==> src/rtl/mtnx_pkg.sv <==
// ----------------------------------------------------------------------------
// mtnx_pkg
// Shared types, constants and the control program of the metatile expander.
// ----------------------------------------------------------------------------
package mtnx_pkg;

   // default sizes and fixed constants
   localparam int          MAP_CELLS_DEF       = 192;
   localparam int          ATTRIBUTE_BYTES_DEF = 48;
   localparam logic [15:0] BASE_RESET          = 16'h2000;
   localparam logic [15:0] ATTR_OFFSET         = 16'h03C0;

   // control program size and step indexes
   localparam int STEP_COUNT = 7;
   localparam int STEP_W     = $clog2(STEP_COUNT);

   typedef logic [STEP_W-1:0] step_type;

   localparam step_type STEP_IDLE   = STEP_W'(0);
   localparam step_type STEP_TILE0  = STEP_W'(1);
   localparam step_type STEP_TILE1  = STEP_W'(2);
   localparam step_type STEP_TILE2  = STEP_W'(3);
   localparam step_type STEP_TILE3  = STEP_W'(4);
   localparam step_type STEP_APRIME = STEP_W'(5);
   localparam step_type STEP_AEMIT  = STEP_W'(6);

   // jump conditions: jump to target when true, else fall through
   typedef enum logic [1:0] {
      COND_NEVER     = 2'd0,
      COND_NOT_START = 2'd1,
      COND_NOT_FINAL = 2'd2,
      COND_NOT_K_END = 2'd3
   } cond_type;

   // how the last flag of an emitted item is formed
   typedef enum logic [1:0] {
      LAST_NONE      = 2'd0,
      LAST_NOT_FINAL = 2'd1,
      LAST_K_END     = 2'd2
   } last_type;

   // one control word
   typedef struct packed {
      logic     accept;
      logic     emit;
      logic     tile_lo;
      logic     tile_hi;
      logic     attr_write;
      logic     attr_start;
      logic     attr_emit;
      logic     pos_inc;
      last_type last_sel;
      cond_type cond;
      step_type target;
   } ctrl_type;

   // sequencer to datapath
   typedef struct packed {
      ctrl_type word;
      logic     advance;
   } seq_type;

   // datapath to sequencer
   typedef struct packed {
      logic start;
      logic final_cell;
      logic k_end;
   } status_type;

   // control program
   function automatic ctrl_type microcode(step_type s);
      ctrl_type w;
      w = '{accept: 1'b0, emit: 1'b0, tile_lo: 1'b0, tile_hi: 1'b0,
            attr_write: 1'b0, attr_start: 1'b0, attr_emit: 1'b0, pos_inc: 1'b0,
            last_sel: LAST_NONE, cond: COND_NEVER, target: STEP_IDLE};
      case (s)
         STEP_IDLE: begin
            w.accept = 1'b1;
            w.cond   = COND_NOT_START;
            w.target = STEP_IDLE;
         end
         STEP_TILE0: begin
            w.emit       = 1'b1;
            w.attr_write = 1'b1;
         end
         STEP_TILE1: begin
            w.emit    = 1'b1;
            w.tile_lo = 1'b1;
         end
         STEP_TILE2: begin
            w.emit    = 1'b1;
            w.tile_hi = 1'b1;
         end
         STEP_TILE3: begin
            w.emit     = 1'b1;
            w.tile_lo  = 1'b1;
            w.tile_hi  = 1'b1;
            w.pos_inc  = 1'b1;
            w.last_sel = LAST_NOT_FINAL;
            w.cond     = COND_NOT_FINAL;
            w.target   = STEP_IDLE;
         end
         STEP_APRIME: begin
            w.attr_start = 1'b1;
         end
         STEP_AEMIT: begin
            w.emit      = 1'b1;
            w.attr_emit = 1'b1;
            w.last_sel  = LAST_K_END;
            w.cond      = COND_NOT_K_END;
            w.target    = STEP_AEMIT;
         end
         default: begin
            w.cond   = COND_NEVER;
            w.target = STEP_IDLE;
         end
      endcase
      return w;
   endfunction

endpackage

==> src/rtl/mtnx_ram.sv <==
// ----------------------------------------------------------------------------
// mtnx_ram
// Generic single-write, single-read RAM with registered read data.
// ----------------------------------------------------------------------------
module mtnx_ram #(
   parameter int WIDTH = 8,
   parameter int DEPTH = 48,
   localparam int AW   = (DEPTH > 1) ? $clog2(DEPTH) : 1
) (
   input  logic             clock,
   input  logic             wr_en,
   input  logic [AW-1:0]    wr_addr,
   input  logic [WIDTH-1:0] wr_data,
   input  logic             rd_en,
   input  logic [AW-1:0]    rd_addr,
   output logic [WIDTH-1:0] rd_data
);

   logic [WIDTH-1:0] mem_ff [DEPTH];
   logic [WIDTH-1:0] rd_data_ff;

   // write port
   always_ff @(posedge clock) begin
      if (wr_en) begin
         mem_ff[wr_addr] <= wr_data;
      end
   end

   // registered read port
   always_ff @(posedge clock) begin
      if (rd_en) begin
         rd_data_ff <= mem_ff[rd_addr];
      end
   end

   assign rd_data = rd_data_ff;

endmodule

==> src/rtl/mtnx_sequencer.sv <==
// ----------------------------------------------------------------------------
// mtnx_sequencer
// Step counter over the control program, with conditional jumps.
// ----------------------------------------------------------------------------
module mtnx_sequencer
   import mtnx_pkg::*;
(
   input  logic       clock,
   input  logic       reset,
   input  logic       rsp_stall,
   input  status_type status,
   output seq_type    seq
);

   step_type pc_ff, pc_in;
   ctrl_type word;
   logic     advance;
   logic     take;

   // fetch
   assign word    = microcode(pc_ff);
   assign advance = !word.emit || !rsp_stall;

   // condition select
   always_comb begin
      case (word.cond)
         COND_NEVER:     take = 1'b0;
         COND_NOT_START: take = !status.start;
         COND_NOT_FINAL: take = !status.final_cell;
         COND_NOT_K_END: take = !status.k_end;
         default:        take = 1'b0;
      endcase
   end

   // next step
   always_comb begin
      pc_in = pc_ff;
      if (advance) begin
         if (take) begin
            pc_in = word.target;
         end else if (pc_ff == STEP_W'(STEP_COUNT - 1)) begin
            pc_in = STEP_IDLE;
         end else begin
            pc_in = pc_ff + STEP_W'(1);
         end
      end
   end

   always_ff @(posedge clock) begin
      if (reset) begin
         pc_ff <= STEP_IDLE;
      end else begin
         pc_ff <= pc_in;
      end
   end

   assign seq.word    = word;
   assign seq.advance = advance;

endmodule

==> src/rtl/mtnx_datapath.sv <==
// ----------------------------------------------------------------------------
// mtnx_datapath
// Map position, attribute store, base register and write formatting.
// ----------------------------------------------------------------------------
module mtnx_datapath
   import mtnx_pkg::*;
#(
   parameter int MAP_CELLS       = MAP_CELLS_DEF,
   parameter int ATTRIBUTE_BYTES = ATTRIBUTE_BYTES_DEF
) (
   input  logic        clock,
   input  logic        reset,
   input  seq_type     seq,
   output status_type  status,
   input  logic        req_valid,
   input  logic        req_action,
   input  logic [7:0]  req_metatile_byte,
   input  logic        csr_valid,
   input  logic [15:0] csr_write_data,
   output logic [15:0] rsp_video_address,
   output logic [7:0]  rsp_video_data,
   output logic        rsp_last
);

   localparam int AW = (ATTRIBUTE_BYTES > 1) ? $clog2(ATTRIBUTE_BYTES) : 1;

   logic [15:0]          base_ff;
   logic [7:0]           pos_ff, pos_in;
   logic [7:0]           byte_ff;
   logic [AW-1:0]        k_ff, k_in;
   logic [ATTRIBUTE_BYTES-1:0] valid_ff, valid_in;
   logic                 rvalid_ff, rvalid_in;

   logic [5:0]           idx;
   logic                 in_store;
   logic [2:0]           shift;
   logic [7:0]           pal_bits;
   logic [7:0]           stored;
   logic                 begin_map;
   logic                 rd_en, wr_en;
   logic [AW-1:0]        rd_addr;
   logic [7:0]           rd_data, wr_data;
   logic [15:0]          offset;
   logic [7:0]           tile;

   // cell decode: row is pos[7:4], column is pos[3:0]
   assign idx      = {pos_ff[7:5], pos_ff[3:1]};
   assign in_store = ({2'b00, idx} < 8'(ATTRIBUTE_BYTES));
   assign shift    = {pos_ff[4], pos_ff[0], 1'b0};
   assign pal_bits = 8'({6'b0, byte_ff[7:6]} << shift);
   assign stored   = rvalid_ff ? rd_data : 8'h00;

   // status back to the sequencer
   assign status.start      = req_valid && req_action && (pos_ff < 8'(MAP_CELLS));
   assign status.final_cell = (pos_ff == 8'(MAP_CELLS - 1));
   assign status.k_end      = (k_ff == AW'(ATTRIBUTE_BYTES - 1));

   assign begin_map = seq.word.accept && req_valid && !req_action;

   // attribute store access
   always_comb begin
      rd_en     = 1'b0;
      rd_addr   = idx[AW-1:0];
      wr_en     = seq.word.attr_write && in_store;
      wr_data   = stored | pal_bits;
      k_in      = k_ff;
      valid_in  = valid_ff;
      rvalid_in = rvalid_ff;
      if (seq.word.accept && status.start) begin
         rd_en     = 1'b1;
         rd_addr   = idx[AW-1:0];
         rvalid_in = in_store && valid_ff[idx[AW-1:0]];
      end
      if (seq.word.attr_start) begin
         rd_en     = 1'b1;
         rd_addr   = '0;
         k_in      = '0;
         rvalid_in = valid_ff[0];
      end
      if (seq.word.attr_emit && seq.advance && !status.k_end) begin
         rd_en     = 1'b1;
         rd_addr   = k_ff + AW'(1);
         k_in      = k_ff + AW'(1);
         rvalid_in = valid_ff[k_ff + AW'(1)];
      end
      if (wr_en) begin
         valid_in[idx[AW-1:0]] = 1'b1;
      end
      if (begin_map) begin
         valid_in = '0;
      end
   end

   mtnx_ram #(
      .WIDTH (8),
      .DEPTH (ATTRIBUTE_BYTES)
   ) u_attr_ram (
      .clock   (clock),
      .wr_en   (wr_en),
      .wr_addr (idx[AW-1:0]),
      .wr_data (wr_data),
      .rd_en   (rd_en),
      .rd_addr (rd_addr),
      .rd_data (rd_data)
   );

   // map position
   always_comb begin
      pos_in = pos_ff;
      if (begin_map) begin
         pos_in = 8'h00;
      end else if (seq.word.pos_inc && seq.advance) begin
         pos_in = pos_ff + 8'h01;
      end
   end

   // control registers
   always_ff @(posedge clock) begin
      if (reset) begin
         base_ff  <= BASE_RESET;
         pos_ff   <= 8'h00;
         valid_ff <= '0;
      end else begin
         if (csr_valid) begin
            base_ff <= csr_write_data;
         end
         pos_ff   <= pos_in;
         valid_ff <= valid_in;
      end
   end

   // payload registers
   always_ff @(posedge clock) begin
      if (seq.word.accept && status.start) begin
         byte_ff <= req_metatile_byte;
      end
      k_ff      <= k_in;
      rvalid_ff <= rvalid_in;
   end

   // write formatting: offsets 0, 1, 32, 33 and tiles t, t+1, t+16, t+17
   assign tile = {byte_ff[5:3], seq.word.tile_hi, byte_ff[2:0], seq.word.tile_lo};

   always_comb begin
      if (seq.word.attr_emit) begin
         offset = ATTR_OFFSET | 16'(k_ff);
      end else begin
         offset = {6'b0, pos_ff[7:4], seq.word.tile_hi, pos_ff[3:0], seq.word.tile_lo};
      end
   end

   assign rsp_video_address = base_ff + offset;
   assign rsp_video_data    = seq.word.attr_emit ? stored : tile;

   always_comb begin
      case (seq.word.last_sel)
         LAST_NONE:      rsp_last = 1'b0;
         LAST_NOT_FINAL: rsp_last = !status.final_cell;
         LAST_K_END:     rsp_last = status.k_end;
         default:        rsp_last = 1'b0;
      endcase
   end

endmodule

==> src/rtl/metatile_to_nametable_expander_unit.sv <==
// ----------------------------------------------------------------------------
// metatile_to_nametable_expander_unit
// Expands a metatile map into tile-map writes and packed attribute writes.
// ----------------------------------------------------------------------------
// Usage:
//   req channel (valid/stall): action 0 begins a new map, rewinding the cell
//   position and clearing the attribute store; action 1 carries one metatile
//   byte. Each byte gives four tile-map writes on the rsp channel; the byte
//   that fills the last cell also gives one write per attribute byte, at
//   base + 0x3C0 onward. rsp_last marks the final write of each item.
//   csr channel (valid/ready, always ready) sets the map base address; write
//   it only while the block is idle.
// Timing:
//   a begin item is taken in the idle step. A metatile byte is also taken
//   there, and its writes appear one per cycle in steps TILE0 to TILE3 while
//   rsp is not stalled; the final cell then adds a priming step and one emit
//   step per attribute byte for the flush. The step counter walking the
//   control program works on one item at a time.
// Reset: synchronous; base returns to 0x2000, position and attributes clear.
// Stall: a stalled rsp item holds, and the sequencer waits in its step.
// ----------------------------------------------------------------------------
module metatile_to_nametable_expander_unit
   import mtnx_pkg::*;
#(
   parameter int MAP_CELLS       = MAP_CELLS_DEF,
   parameter int ATTRIBUTE_BYTES = ATTRIBUTE_BYTES_DEF
) (
   input  logic        clock,
   input  logic        reset,
   input  logic        req_valid,
   output logic        req_stall,
   input  logic        req_action,
   input  logic [7:0]  req_metatile_byte,
   output logic        rsp_valid,
   input  logic        rsp_stall,
   output logic [15:0] rsp_video_address,
   output logic [7:0]  rsp_video_data,
   output logic        rsp_last,
   input  logic        csr_valid,
   output logic        csr_ready,
   input  logic [15:0] csr_write_data
);

   seq_type    seq;
   status_type status;

   // control program sequencer
   mtnx_sequencer u_seq (
      .clock     (clock),
      .reset     (reset),
      .rsp_stall (rsp_stall),
      .status    (status),
      .seq       (seq)
   );

   // datapath
   mtnx_datapath #(
      .MAP_CELLS       (MAP_CELLS),
      .ATTRIBUTE_BYTES (ATTRIBUTE_BYTES)
   ) u_dp (
      .clock             (clock),
      .reset             (reset),
      .seq               (seq),
      .status            (status),
      .req_valid         (req_valid),
      .req_action        (req_action),
      .req_metatile_byte (req_metatile_byte),
      .csr_valid         (csr_valid),
      .csr_write_data    (csr_write_data),
      .rsp_video_address (rsp_video_address),
      .rsp_video_data    (rsp_video_data),
      .rsp_last          (rsp_last)
   );

   // handshakes
   assign req_stall = !seq.word.accept;
   assign rsp_valid = seq.word.emit;
   assign csr_ready = 1'b1;

endmodule
==> config.mk <==
export PLATFORM = sky130hd
export DESIGN_NAME = metatile_to_nametable_expander_unit
export DESIGN_NICKNAME = d
export VERILOG_FILES = /design/src/rtl/mtnx_pkg.sv /design/src/rtl/mtnx_ram.sv /design/src/rtl/mtnx_sequencer.sv /design/src/rtl/mtnx_datapath.sv /design/src/rtl/metatile_to_nametable_expander_unit.sv
export SDC_FILE = /design/constraint.sdc
export NUM_CORES = 1
export LEC_CHECK = 0
export ABC_AREA = 0
export BUFFER_PORTS_ARGS = -buffer_cell sky130_fd_sc_hd__clkbuf_2
export CORE_ASPECT_RATIO = 1.1
export CORE_UTILIZATION = 55
export DETAILED_ROUTE_END_ITERATION = 6
export GPL_ROUTABILITY_DRIVEN = 1
export PLACE_DENSITY = 0.73
export SETUP_SLACK_MARGIN = 0.2
export SLEW_MARGIN = 40
export SYNTH_ARGS = -nofsm -noshare
export SYNTH_HDL_FRONTEND = slang
export SYNTH_HIERARCHICAL = 1
export SYNTH_SLANG_ARGS = --single-unit
==> constraint.sdc <==
create_clock -name clock -period 4.47 [get_ports clock]
set_input_delay 0.894 -clock clock [delete_from_list [all_inputs] [get_ports clock]]
set_output_delay 0.894 -clock clock [all_outputs]
set_load 0.02 [all_outputs]
After elaboration in Yosys (flattened, before gate mapping)
Memory sizes are Yosys's and may differ from the RTL's. A register that Yosys moved wholly into a read port is not among the register bits.
Cells that the tools add are included.
Widths: inputs -> output; s select.
{ "totals": {"ff_bits": 90, "latchBits": 0, "mem_bits_rw": 384, "mem_bits_ro": 0, "out_inout_bits": 28, "word_cells": 95, "n_memories": 1} }
{ "classes": {"add_sub_neg": 4, "mul": 0, "n_div": 0, "n_lt_le_gt_ge": 5, "eq_ne": 13, "shifts": 1, "n_mux": 35, "bitwise": 2, "reduce_logical": 27} }
{ "mem_list": {"columns": ["name", "depth", "word_bits", "read_ports", "rd_ports_with_merged_regs", "wr", "line_no", "rtl"], "rows": [
  ["u_dp.u_attr_ram.mem_ff", 48, 8, 1, 1, 1, "mtnx_ram.sv:19", "logic [WIDTH-1:0] mem_ff [DEPTH];"]
]} }
{ "ops": {"columns": ["cell", "n"], "rows": [
  ["$or 48x48->48", 1],
  ["$mux 6", 4],
  ["$mux 1", 19],
  ["$add 16x10->16", 1],
  ["$mux 8", 2],
  ["$pmux 5 s3", 1],
  ["$lt 6x7->1 const B", 2],
  ["$bmux 1 s6", 2],
  ["$logic_and 1x1->1", 11],
  ["$mux 10", 1],
  ["$eq 3x3->1 const B", 3],
  ["$add 8x1->8 const B", 1],
  ["$eq 8x8->1 const B", 1],
  ["$lt 8x8->1 const B", 1],
  ["$or 8x8->8", 1],
  ["$shl 2x3->8", 1],
  ["$logic_not 1->1", 7],
  ["$add 6x1->6 const B", 1],
  ["$demux 1 s6", 1],
  ["$eq 2x2->1 const B", 3],
  ["$eq 3x2->1 const B", 2],
  ["$eq 6x6->1 const B", 1],
  ["$ge 6x1->1 const B", 1],
  ["$lt 6x6->1 const B", 1],
  ["other kinds (14)", 18]
]} }

Longest topological paths before layout
{ "depth": {"word_depth": 8, "ltp_mapped": 17, "mapped_depth_nobuf": 14} }

Modules after synthesis
Netlist, hierarchy kept.
{ "by_module_without_submodules": {"columns": ["mod", "instances", "cells_each", "area_each_um2"], "rows": [
  ["mtnx_ram", 1, 793, 15429.8],
  ["mtnx_datapath", 1, 555, 4938.5],
  ["mtnx_sequencer", 1, 51, 345.3],
  ["metatile_to_nametable_expander_unit", 1, 3, 15.0]
]} }

Worst setup path before layout
OpenSTA, ideal clock, no wires.
{ "synth_timing": {"kind": "register to output", "start": "register u_seq.pc_ff[1]", "end": "output port rsp_video_address[11]", "arrival_ns": 3.020, "t_required_ns": 3.576, "path_slack_ns": 0.556, "stages_incl_launch_ff": 14, "n_path_buf": 2, "cell_sequence": "dfxtp_1 > buf_2 > nand3b_1 > inv_1 > clkbuf_1 > o21a_1 > inv_1 > ha_1 > a21o_1 > a21oi_1 > o21ai_1 > a21oi_1 > nor2_1 > o311ai_1"} }
{ "synth_rtl": {"columns": ["element", "line_no", "rtl"], "rows": [
  ["start, declared", "mtnx_sequencer.sv:15", "step_type pc_ff, pc_in;"],
  ["start signal, assigned", "mtnx_sequencer.sv:53", "pc_ff <= pc_in;"],
  ["end, declared", "metatile_to_nametable_expander_unit.sv:36", "output logic [15:0] rsp_video_address,"]
]} }

==> results.toml <==
[setup_path]
arrival_ns = 3.32
worst_setup_path_end_kind = "primary output"
critPathKind = "reg -> out"
r2r_setup_slack_ns = 0.41
rr_worst_depth = 15
critical_path.startpoint_type = "flop"
path_max_fanout = 6
worstPathRequired_ns = 3.58

[timing]
fin_setup_tns_ns = 0
grt_setup_unrepaired = "true"
fin_crit_sh_pct = 94.4
hold_violations = 0
maxSlewViolCount = 0
skew_ns = 0.0323
finalWorstSetupSlack_ns = 0.251
timing.fmax_mhz = 237
setup_viol = 0
period_needed_ns = 4.22
relSlewSlack_pct = 43.3
tightest_slew_ns = 0.847

[finish]
area_growth_pct = 14.0
multi_input_area_um2 = 6790
diodes = 0
nNetsFinal = 1525
post_route_cells_drive_above_1_share_pct = 22.6
layout_common_cells = "edfxtp_1, mux2i_1, nor2_1"
final_common_cell = "edfxtp_1"
n_fill_cell = 2594
ff_latch_area_um2 = 13700
layout.cells.non_filler = 2005

[cts]
clk_latency_ns = 0.59
cts_sinks = 482
cts_tree = "yes"
htreeDepth = 2
clk_pin_slew_ns = 0.06
hold_buffers = 0
cts-root-buf = "clkbuf_16"
cts_made_buffers = 48
cts_buffer_depth = 3

[drt]
drcViolationCount = 2
num_vias = 12600
dr.pass1.iters = 7
antenna_left = 0
wirelength_mm = 48.7
first_iter_violations = 1213
wire_per_inst_um = 24.3
via_per_inst = 6.26

[status]
status = "complete, but fails checks"
violations = "DRC"

[floorplan]
coreArea_um2 = 37100
die_h_um = 205
die_w_um = 187
dieArea_um2 = 38400
num_io_pins = 58
row_count = 74
start_util_pct = 55.7

[synthesis]
netlist_area_um2 = 20700
yosysWarnings = 6
syn_nets = 1443
synthCells = 1396
postSynthAreaPerCell_um2 = 14.8

[grt]
grt_usage_pct = 25.4
grt_max_degree = 57
overflow = 0
antenna_found_initial = 0
grt_pass1_vias = 12300
grt_pass1_wl_mm = 73.3

[power]
ir_worst_vdd_uv = 381
leakage_nw = 7.69
power_mw = 9.15
powerDensity_nw_per_um2 = 388

[placed_design]
dp_slack_ns = 0.313
io_buffers = 56
gp_congestion = 0.859
hpwlAfterDp_mm = 30.4
dp.cells = 1902

[hold_path]
hold-path-cell-count = 1
hold_path_class = "in -> reg"

[flow_run]
maxCapViolations = 0
==> registers in the layout, summed over array words and instances, names as in the netlist <==
signal,flops
u_dp/valid_ff,48
u_dp/byte_ff,8
u_dp/k_ff,6
u_seq/pc_ff,3
u_dp/u_attr_ram/rd_data,8
u_dp/pos_ff,8
u_dp/base_ff,16
u_dp/u_attr_ram/mem_ff,384
u_dp/rvalid_ff,1
==> metrics by stage <==
| step | hold slack [ns] | utilization [%] | instance area (um^2) |
|---|---|---|---|
| floorplan | 0.446 | - | 20700 |
| global placement | 0.463 | 58.2 | 21600 |
| detailed placement | 0.476 | 58.5 | 21700 |
| CTS | 0.462 | 62.7 | 23300 |
| global route | 0.476 | 63.5 | 23600 |
| finish | 0.481 | 63.5 | 23600 |
==> layer usage <==
metal	vias to the layer above	part of all wire (%)	track usage (%)
met5	-	0	0
met4	0	2.7	8.78
met3	97	8.7	4.43
met2	585	48	42.0
met1	6297	40	34.2
li1	5579	-	-
==> critical path: stages, from the launching register on <==
cell and delay (ns):
dfxtp_4 0.36, nand3b_1 0.22, clkinvlp_4 0.19, buf_4 0.17, buf_6 0.11, or2_2 0.29, ha_4 0.31, nand4_1 0.25
or4_4 0.58, o311ai_4 0.09, buf_6 0.16
==> what timing repair did <==
item | in CTS | in global routing
buffers inserted | 8 | 11
resized for setup | 18 | 35
setup endpoints to repair | 10 | 12
endpoints found under the hold margin | 0 | 0
cloned | 1 | 0
pin swaps | 6 | 10
==> final timing paths <==
| kind | to | from |
|---|---|---|
| setup / recovery | rsp_video_address[15] | u_seq/pc_ff[1] |
| hold / removal | u_dp/byte_ff[6] | req_metatile_byte[6] |
| setup reg to reg | u_dp/u_attr_ram/rd_data[5] | u_seq/pc_ff[0] |
| hold reg to reg | u_dp/valid_ff[6] | u_dp/valid_ff[6] |
==> cell type report <==
cell class / count / area share [%]
timing repair buffer: 116 / 3.67
tap: 494 / 2.62
clock buffer: 59 / 5.35
inverter: 30 / 0.493
timing repair inverter: 1 / 0.0318
multi-input combinational: 799 / 28.8
clock inverter: 24 / 0.827
sequential: 482 / 58.2
==> power by group <==
group / leakage [nW] / internal, mW / switching (mW)
registers: 4.33 / 4.94 / 0.0319
clock network: 0.722 / 2.12 / 1.65
logic: 2.63 / 0.132 / 0.273
total: 7.69 / 7.19 / 1.96
Note: power is estimated with default switching activity, not from simulation.
